**config.mk**
```make
export PLATFORM = sky130hd
export DESIGN_NAME = array_key_value_map_core
export DESIGN_NICKNAME = d
export VERILOG_FILES = /design/src/design/akvm_pkg.sv /design/src/design/akvm_ram.sv /design/src/design/array_key_value_map_core.sv
export VERILOG_INCLUDE_DIRS = /design/src /design/src/design
export SDC_FILE = /design/constraint.sdc
export NUM_CORES = 2
export LEC_CHECK = 0
export ABC_AREA = 1
export BUFFER_PORTS_ARGS = -buffer_cell sky130_fd_sc_hd__buf_2
export CAP_MARGIN = 30
export CORE_UTILIZATION = 50
export CTS_BUF_LIST = sky130_fd_sc_hd__clkbuf_4 sky130_fd_sc_hd__clkbuf_8
export CTS_CLUSTER_DIAMETER = 150
export DETAILED_ROUTE_END_ITERATION = 8
export GPL_ROUTABILITY_DRIVEN = 0
export MAX_ROUTING_LAYER = met4
export PLACE_DENSITY = 0.69
export SLEW_MARGIN = 20
export SYNTH_ARGS = -nofsm -noshare
export SYNTH_HDL_FRONTEND = slang
export SYNTH_SLANG_ARGS = --single-unit
```
**constraint.sdc**
```tcl
create_clock -name i_clk -period 8.4 [get_ports i_clk]
set_clock_uncertainty 0.05 [all_clocks]
set_input_delay 0.42 -clock i_clk [delete_from_list [all_inputs] [get_ports i_clk]]
set_output_delay 0.42 -clock i_clk [all_outputs]
set_load 0.01 [all_outputs]
```
**src/design/array_key_value_map_core_assert.svh**
```systemverilog
// assertion macros for the key-value map core
// used by array_key_value_map_core; expects i_clk and i_rst_n in scope
`ifndef ARRAY_KEY_VALUE_MAP_CORE_ASSERT_SVH
`define ARRAY_KEY_VALUE_MAP_CORE_ASSERT_SVH

// condition must hold at every clock edge out of reset
`define AKVM_ASSERT_ALWAYS(lbl, expr, msg) \
    lbl: assert property (@(posedge i_clk) disable iff (!i_rst_n) (expr)) else $error(msg);

// consequent must hold in the same cycle as the antecedent
`define AKVM_ASSERT_SAME(lbl, ante, cons, msg) \
    lbl: assert property (@(posedge i_clk) disable iff (!i_rst_n) (ante) |-> (cons)) \
        else $error(msg);

// consequent must hold in the cycle after the antecedent
`define AKVM_ASSERT_NEXT(lbl, ante, cons, msg) \
    lbl: assert property (@(posedge i_clk) disable iff (!i_rst_n) (ante) |=> (cons)) \
        else $error(msg);

`endif

```
**src/design/akvm_pkg.sv**
```systemverilog
// shared types and codes for the key-value map core
// no dependencies
`default_nettype none

package akvm_pkg;

    localparam int unsigned FIELD_BITS = 32;
    localparam int unsigned COUNT_OUT_BITS = 7;

    localparam logic [1:0] REQ_LOOKUP = 2'd0;
    localparam logic [1:0] REQ_WRITE  = 2'd1;
    localparam logic [1:0] REQ_DELETE = 2'd2;
    localparam logic [1:0] REQ_CLEAR  = 2'd3;

    localparam logic [1:0] STATUS_OK     = 2'd0;
    localparam logic [1:0] STATUS_ABSENT = 2'd1;
    localparam logic [1:0] STATUS_FULL   = 2'd2;

    typedef struct packed {
        logic [1:0]            req_type;
        logic [FIELD_BITS-1:0] key;
        logic [FIELD_BITS-1:0] value;
    } t_req;

    typedef struct packed {
        logic [FIELD_BITS-1:0]     read_value;
        logic                      hit;
        logic [1:0]                status;
        logic [COUNT_OUT_BITS-1:0] entry_count;
    } t_rsp;

endpackage

`default_nettype wire

```
**src/design/akvm_ram.sv**
```systemverilog
// generic simple dual-port ram: one write port, one read port, registered read
// no dependencies
`default_nettype none

module akvm_ram #(
    parameter int unsigned WIDTH = 32,
    parameter int unsigned DEPTH = 64
) (
    input  wire logic                     i_clk,
    input  wire logic                     i_we,
    input  wire logic [$clog2(DEPTH)-1:0] i_waddr,
    input  wire logic [WIDTH-1:0]         i_wdata,
    input  wire logic [$clog2(DEPTH)-1:0] i_raddr,
    output logic      [WIDTH-1:0]         o_rdata
);

    logic [WIDTH-1:0] r_mem [DEPTH];
    logic [WIDTH-1:0] r_rdata;

    always_ff @(posedge i_clk) begin
        if (i_we) begin
            r_mem[i_waddr] <= i_wdata;
        end
        r_rdata <= r_mem[i_raddr];
    end

    assign o_rdata = r_rdata;

endmodule

`default_nettype wire

```
**src/design/array_key_value_map_core.sv**
```systemverilog
// lookup, write and delete scan the entries from index 0 and stop at the first key match;
// a miss scans all used entries; delete compacts only the entries after the match
// one request at a time: the key/value memories' single read port walks one entry a cycle
// a finished result sits in an output register, so the next request is taken meanwhile
// reset empties the table at once (entry count to zero); stored entries need no clearing
// depends on akvm_pkg, akvm_ram and array_key_value_map_core_assert.svh
`default_nettype none

`include "array_key_value_map_core_assert.svh"

module array_key_value_map_core #(
    parameter int unsigned CAPACITY   = 64,
    parameter int unsigned KEY_BITS   = 32,
    parameter int unsigned VALUE_BITS = 32
) (
    input  wire logic         i_clk,
    input  wire logic         i_rst_n,
    input  wire logic         i_in_valid,
    output logic              o_in_stall,
    input  wire akvm_pkg::t_req i_in_data,
    output logic              o_out_valid,
    input  wire logic         i_out_stall,
    output akvm_pkg::t_rsp    o_out_data
);

    localparam int unsigned AW = $clog2(CAPACITY);
    localparam int unsigned CW = $clog2(CAPACITY + 1);

    localparam logic [2:0] S_IDLE  = 3'd0;
    localparam logic [2:0] S_SCAN  = 3'd1;
    localparam logic [2:0] S_SHIFT = 3'd2;
    localparam logic [2:0] S_MISS  = 3'd3;
    localparam logic [2:0] S_DONE  = 3'd4;

    // control
    logic [2:0]    r_state, n_state;
    logic [CW-1:0] r_count, n_count;
    logic          r_issue, n_issue;
    logic          r_chk_valid, n_chk_valid;
    logic          r_out_valid, n_out_valid;
    // payload
    logic [1:0]            r_req_type, n_req_type;
    logic [KEY_BITS-1:0]   r_key, n_key;
    logic [VALUE_BITS-1:0] r_val, n_val;
    logic [AW-1:0]         r_rd_idx, n_rd_idx;
    logic [AW-1:0]         r_chk_idx, n_chk_idx;
    logic [akvm_pkg::FIELD_BITS-1:0] r_res_value, n_res_value;
    logic          r_res_hit, n_res_hit;
    logic [1:0]    r_res_status, n_res_status;
    akvm_pkg::t_rsp r_out, n_out;

    // memory ports
    logic                  key_we, val_we;
    logic [AW-1:0]         mem_waddr;
    logic [KEY_BITS-1:0]   key_wdata, key_rdata;
    logic [VALUE_BITS-1:0] val_wdata, val_rdata;

    logic [63:0]   key_in_ext, val_in_ext, val_rd_ext;
    logic [31:0]   count_ext;
    logic [CW-1:0] cnt_m1;
    logic          rd_last, chk_last, accept;
    logic          chk_active, clear_accept, out_hit;

    akvm_ram #(.WIDTH(KEY_BITS), .DEPTH(CAPACITY)) u_key_ram (
        .i_clk   (i_clk),
        .i_we    (key_we),
        .i_waddr (mem_waddr),
        .i_wdata (key_wdata),
        .i_raddr (r_rd_idx),
        .o_rdata (key_rdata)
    );

    akvm_ram #(.WIDTH(VALUE_BITS), .DEPTH(CAPACITY)) u_val_ram (
        .i_clk   (i_clk),
        .i_we    (val_we),
        .i_waddr (mem_waddr),
        .i_wdata (val_wdata),
        .i_raddr (r_rd_idx),
        .o_rdata (val_rdata)
    );

    assign key_in_ext = 64'(i_in_data.key);
    assign val_in_ext = 64'(i_in_data.value);
    assign val_rd_ext = 64'(val_rdata);
    assign count_ext  = 32'(r_count);
    assign cnt_m1     = r_count - CW'(1);
    assign rd_last    = CW'(r_rd_idx) == cnt_m1;
    assign chk_last   = CW'(r_chk_idx) == cnt_m1;
    assign accept     = i_in_valid && (r_state == S_IDLE);

    assign chk_active   = r_chk_valid && (r_state == S_SCAN || r_state == S_SHIFT);
    assign clear_accept = accept && (i_in_data.req_type == akvm_pkg::REQ_CLEAR);
    assign out_hit      = o_out_valid && o_out_data.hit;

    assign o_in_stall  = r_state != S_IDLE;
    assign o_out_valid = r_out_valid;
    assign o_out_data  = r_out;

    always_comb begin
        n_state      = r_state;
        n_count      = r_count;
        n_issue      = r_issue;
        n_chk_valid  = r_chk_valid;
        n_out_valid  = r_out_valid;
        n_req_type   = r_req_type;
        n_key        = r_key;
        n_val        = r_val;
        n_rd_idx     = r_rd_idx;
        n_chk_idx    = r_chk_idx;
        n_res_value  = r_res_value;
        n_res_hit    = r_res_hit;
        n_res_status = r_res_status;
        n_out        = r_out;
        key_we       = 1'b0;
        val_we       = 1'b0;
        mem_waddr    = r_chk_idx;
        key_wdata    = key_rdata;
        val_wdata    = val_rdata;

        if (r_out_valid && !i_out_stall) begin
            n_out_valid = 1'b0;
        end

        unique case (r_state)
            S_IDLE: begin
                if (accept) begin
                    n_req_type   = i_in_data.req_type;
                    n_key        = key_in_ext[KEY_BITS-1:0];
                    n_val        = val_in_ext[VALUE_BITS-1:0];
                    n_res_value  = '0;
                    n_res_hit    = 1'b0;
                    n_res_status = akvm_pkg::STATUS_OK;
                    n_rd_idx     = '0;
                    n_issue      = 1'b1;
                    n_chk_valid  = 1'b0;
                    priority if (i_in_data.req_type == akvm_pkg::REQ_CLEAR) begin
                        n_count = '0;
                        n_state = S_DONE;
                    end else if (r_count == '0) begin
                        n_state = S_MISS;
                    end else begin
                        n_state = S_SCAN;
                    end
                end
            end
            S_SCAN: begin
                // one read issued a cycle, compared when the data comes back
                if (r_issue) begin
                    n_rd_idx = r_rd_idx + AW'(1);
                    if (rd_last) begin
                        n_issue = 1'b0;
                    end
                end
                n_chk_valid = r_issue;
                n_chk_idx   = r_rd_idx;
                if (r_chk_valid) begin
                    if (key_rdata == r_key) begin
                        n_res_hit = 1'b1;
                        n_state   = S_DONE;
                        unique case (r_req_type)
                            akvm_pkg::REQ_LOOKUP: begin
                                n_res_value = val_rd_ext[akvm_pkg::FIELD_BITS-1:0];
                            end
                            akvm_pkg::REQ_WRITE: begin
                                val_we    = 1'b1;
                                val_wdata = r_val;
                            end
                            akvm_pkg::REQ_DELETE: begin
                                if (chk_last) begin
                                    n_count = cnt_m1;
                                end else begin
                                    // compact: walk later entries down one place
                                    n_rd_idx    = r_chk_idx + AW'(1);
                                    n_issue     = 1'b1;
                                    n_chk_valid = 1'b0;
                                    n_state     = S_SHIFT;
                                end
                            end
                            akvm_pkg::REQ_CLEAR: begin
                                n_count = '0;
                            end
                        endcase
                    end else if (chk_last) begin
                        n_state = S_MISS;
                    end
                end
            end
            S_SHIFT: begin
                // reads run two entries ahead of the write-back address, never the same address
                if (r_issue) begin
                    n_rd_idx = r_rd_idx + AW'(1);
                    if (rd_last) begin
                        n_issue = 1'b0;
                    end
                end
                n_chk_valid = r_issue;
                n_chk_idx   = r_rd_idx;
                if (r_chk_valid) begin
                    key_we    = 1'b1;
                    val_we    = 1'b1;
                    mem_waddr = r_chk_idx - AW'(1);
                    if (chk_last) begin
                        n_count = cnt_m1;
                        n_state = S_DONE;
                    end
                end
            end
            S_MISS: begin
                n_state = S_DONE;
                unique case (r_req_type)
                    akvm_pkg::REQ_LOOKUP: begin
                        n_res_value = '0;
                    end
                    akvm_pkg::REQ_WRITE: begin
                        if (r_count == CW'(CAPACITY)) begin
                            n_res_status = akvm_pkg::STATUS_FULL;
                        end else begin
                            key_we    = 1'b1;
                            val_we    = 1'b1;
                            mem_waddr = r_count[AW-1:0];
                            key_wdata = r_key;
                            val_wdata = r_val;
                            n_count   = r_count + CW'(1);
                        end
                    end
                    akvm_pkg::REQ_DELETE: begin
                        n_res_status = akvm_pkg::STATUS_ABSENT;
                    end
                    akvm_pkg::REQ_CLEAR: begin
                        n_count = '0;
                    end
                endcase
            end
            S_DONE: begin
                if (!r_out_valid || !i_out_stall) begin
                    n_out_valid       = 1'b1;
                    n_out.read_value  = r_res_value;
                    n_out.hit         = r_res_hit;
                    n_out.status      = r_res_status;
                    n_out.entry_count = count_ext[akvm_pkg::COUNT_OUT_BITS-1:0];
                    n_state           = S_IDLE;
                end
            end
            default: begin
                n_state = S_IDLE;
            end
        endcase
    end

    always_ff @(posedge i_clk) begin
        if (!i_rst_n) begin
            r_state     <= S_IDLE;
            r_count     <= '0;
            r_issue     <= 1'b0;
            r_chk_valid <= 1'b0;
            r_out_valid <= 1'b0;
        end else begin
            r_state     <= n_state;
            r_count     <= n_count;
            r_issue     <= n_issue;
            r_chk_valid <= n_chk_valid;
            r_out_valid <= n_out_valid;
        end
    end

    always_ff @(posedge i_clk) begin
        r_req_type   <= n_req_type;
        r_key        <= n_key;
        r_val        <= n_val;
        r_rd_idx     <= n_rd_idx;
        r_chk_idx    <= n_chk_idx;
        r_res_value  <= n_res_value;
        r_res_hit    <= n_res_hit;
        r_res_status <= n_res_status;
        r_out        <= n_out;
    end

    `AKVM_ASSERT_ALWAYS(a_count_bound, r_count <= CW'(CAPACITY), "entry count above capacity")
    `AKVM_ASSERT_SAME(a_chk_in_range, chk_active, CW'(r_chk_idx) < r_count, "compare past used")
    `AKVM_ASSERT_NEXT(a_clear_empties, clear_accept, r_count == '0, "clear left entries behind")
    `AKVM_ASSERT_SAME(a_hit_is_ok, out_hit, o_out_data.status == akvm_pkg::STATUS_OK, "hit error")

endmodule

`default_nettype wire
```
==> reports/metrics.csv <==
metric;value;unit
postSynthCellCount;13200;
rows;213;
synth.most_common_cell;edfxtp_1;
die_h;585;µm
post_dp_cell_area;0.177;mm²
syn_nets;13300;
max_freq;161;MHz
dr.pass1.iters;8;
min-delay-start;i_in_data[60];
final_cells;18500;
synth_area_per_cell;12.9;µm²
vdd_drop_max;0.428;mV
fin_tns_setup;0;ps
cts_setup_buffers;0;
wl_per_cell;26.7;µm
max-slew-margin-rel;30.6;%
maxCapViolations;0;
synth-async-reset-ratio;0;%
hpwl;265000;µm
die_area;0.343;mm²
p_per_area;367;mW/mm²
drive_above_1_share;12.2;%
crit_start;r_count[0];
cp.required;9140;ps
grt_start_max_net_pins;187;
drtIter0Drc;17100;
grt_pass1_wl;710000;µm
cell_internal_pwr;42900;µW
cts_tree;yes;
setup_viol;0;
critPathLaunchType;flip-flop;
clk_path_buf_depth;4;
core;0.338;mm²
arrival;6960;ps
vias;114000;
numPortBuffers;113;
p_switching;27500;µW
synth_seq_cells;4328;
grtUsageTotal;28.9;%
antenna_found_initial;22;
worst_pin_slew;1040;ps
die_x;585;µm
syn2layout_area_growth;12.5;%
rsz0062_at_grt;no;
cts_buffers;673;
synth_edf_count;4251;
outcome;finished clean;
clkPwrFrac;24.8;%
synth_ff_type;edfxtp_1;
critPathKind;reg2reg;
grt-ovfl-total;0;
cp-end-kind;flip-flop;
finalCritPeriodShare;74.0;%
p_leak;0.0623;µW
grt_pass1_vias;106000;
yosysWarnings;0;
worst_hold_path_type;in2reg;
synthTopCellsByCount;edfxtp_1, nor2_1, o21ai_0;
sw_frac_of_total;39.1;%
p_seq_share;40.7;%
synth_top_area_cell;edfxtp_1;
nets;13500;
layout_min_cycle_time;6220;ps
viasPerCell;6.18;
hold_viol_final;0;
cts_num_sinks;4328;
stdcell_area;0.191;mm²
r2r-start;r_count[0];
combPwrFrac;34.5;%
path_max_fanout;40;
yosys-top-cells-area;edfxtp_1, o21ai_0, nor2_1;
wl;495000;µm
initial_core_util;50.4;%
antenna_left;0;
placed_cells;17200;
slew_viol_final;0;
root_buffer;clkbuf_8;
yosysTopAreaCellShare;75.0;%
htree_levels;6;
yosysSeqAreaShare;75.9;%
yosys.cell_types.count;45;
clk_pin_slew;60;ps
netlist_area;0.170;mm²
io_pins;114;
post-route-drc-count;0;
clk-insertion-delay-late;1240;ps
through the flow:
step | total power [µW] | util (%) | hold slack [ps] | setup slack [ps]
floorplan | 42900 | - | 350 | 3650
global placement | 52100 | 52.2 | 350 | 2340
detailed placement | 52500 | 52.4 | 355 | 2400
CTS | 69700 | 56.7 | 4.54 | 2370
global route | 72900 | 56.7 | 72.0 | 2030
finish | 70300 | 56.7 | 107 | 2180
power groups by stage:
stage / combinational (µW) / clock [µW] / sequential (µW)
2_1_floorplan: 13800 / 0 / 29100
3_3_place_gp: 23100 / 0 / 29000
3_5_place_dp: 23500 / 0 / 29000
4_1_cts: 23600 / 17500 / 28600
5_1_grt: 25800 / 18400 / 28700
6_report: 24300 / 17400 / 28600
flip-flops by register name (all words and copies together), names as in the netlist, 3 cells and up:
| name | cells |
|---|---|
| u_key_ram.r_mem | 2048 |
| u_val_ram.r_mem | 2048 |
| o_out_data | 42 |
| r_key | 32 |
| r_res_value | 32 |
| r_val | 32 |
| u_key_ram.o_rdata | 32 |
| u_val_ram.o_rdata | 32 |
| r_count | 7 |
| r_chk_idx | 6 |
| r_rd_idx | 6 |
| r_state | 3 |
cells in the final DEF (no fill, tap or decap), drive strengths merged, types with 3 or more instances in the layout:
cell         Yosys  final
o211ai          18     18
a211oi           3      3
xnor2           29     29
mux2i            8      8
diode            0     14
o31ai            3      3
dlygate4sd3      0    136
or2             10     10
ha               6      6
clkbuf         750    950
clkinv           2    193
a22oi            3      3
edfxtp        4251   4251
bufinv           0     11
nand3          212    212
a31oi            4      4
nand3b          14     14
dfxtp           77     77
o22ai         1220   1220
nand2          835    835
xor2            11     11
clkinvlp         0     11
nor3            38     38
a21oi           50     50
nor2          2662   2662
buf            190    414
o21ai         2627   2627
inv            149    178
nand4            9      9
final cells by class:
type / count / area (µm²)
Fill cell: 26300 / 146000
Sequential cell: 4328 / 129000
Multi-Input combinational cell: 7767 / 37700
Clock buffer: 950 / 11600
Tap cell: 4515 / 5650
Timing Repair Buffer: 550 / 5190
Clock inverter: 242 / 1560
Inverter: 151 / 607
Antenna cell: 14 / 35.0
logic make-up (layout without fill, tap and decap cells):
family,Yosys count,count (layout),share of synthesized area [%]
flops,4328,4328,75.9
fa+ha+maj,6,6,0.0441
mux,8,8,0.0470
other cells,0,14,0
compound gates,3931,3931,12.5
xor+xnor,40,40,0.206
simple gates,3782,3782,8.71
buf+inv,1091,1893,2.57
routing by layer:
layer  up-vias  track usage (%)  part of all wire (%)
li1      49500                -                     -
met1     56200             39.5                    38
met2      7608             41.8                    44
met3      1133             6.79                    13
met4         0             11.8                   4.3
met5         -                -                     0
worst paths after layout:
path,depth (start not counted),endpoint,slack (ps)
setup / recovery,14,u_key_ram.r_mem[2][19],2180
hold / removal,2,r_key[28],110
setup reg to reg,14,u_key_ram.r_mem[2][19],2180
hold reg to reg,0,o_out_data[12],350
critical path: stages (launching register included):
cell	delay, ps
dfxtp_1	510
clkinv_1	340
ha_1	350
nand4_4	120
nand2_4	220
nor2_4	150
buf_4	600
inv_2	380
buf_4	420
o21ai_1	320
a21oi_2	160
nor3_4	590
nand2_1	280
nor2_4	610
buf_4	620
what timing repair did:
item	CTS	global route
endpoints found under the hold margin	153	0
endpoints found under the setup margin	0	0
resized for setup	0	0
hold buffers	136	0
(Power assumes the default switching activity.)
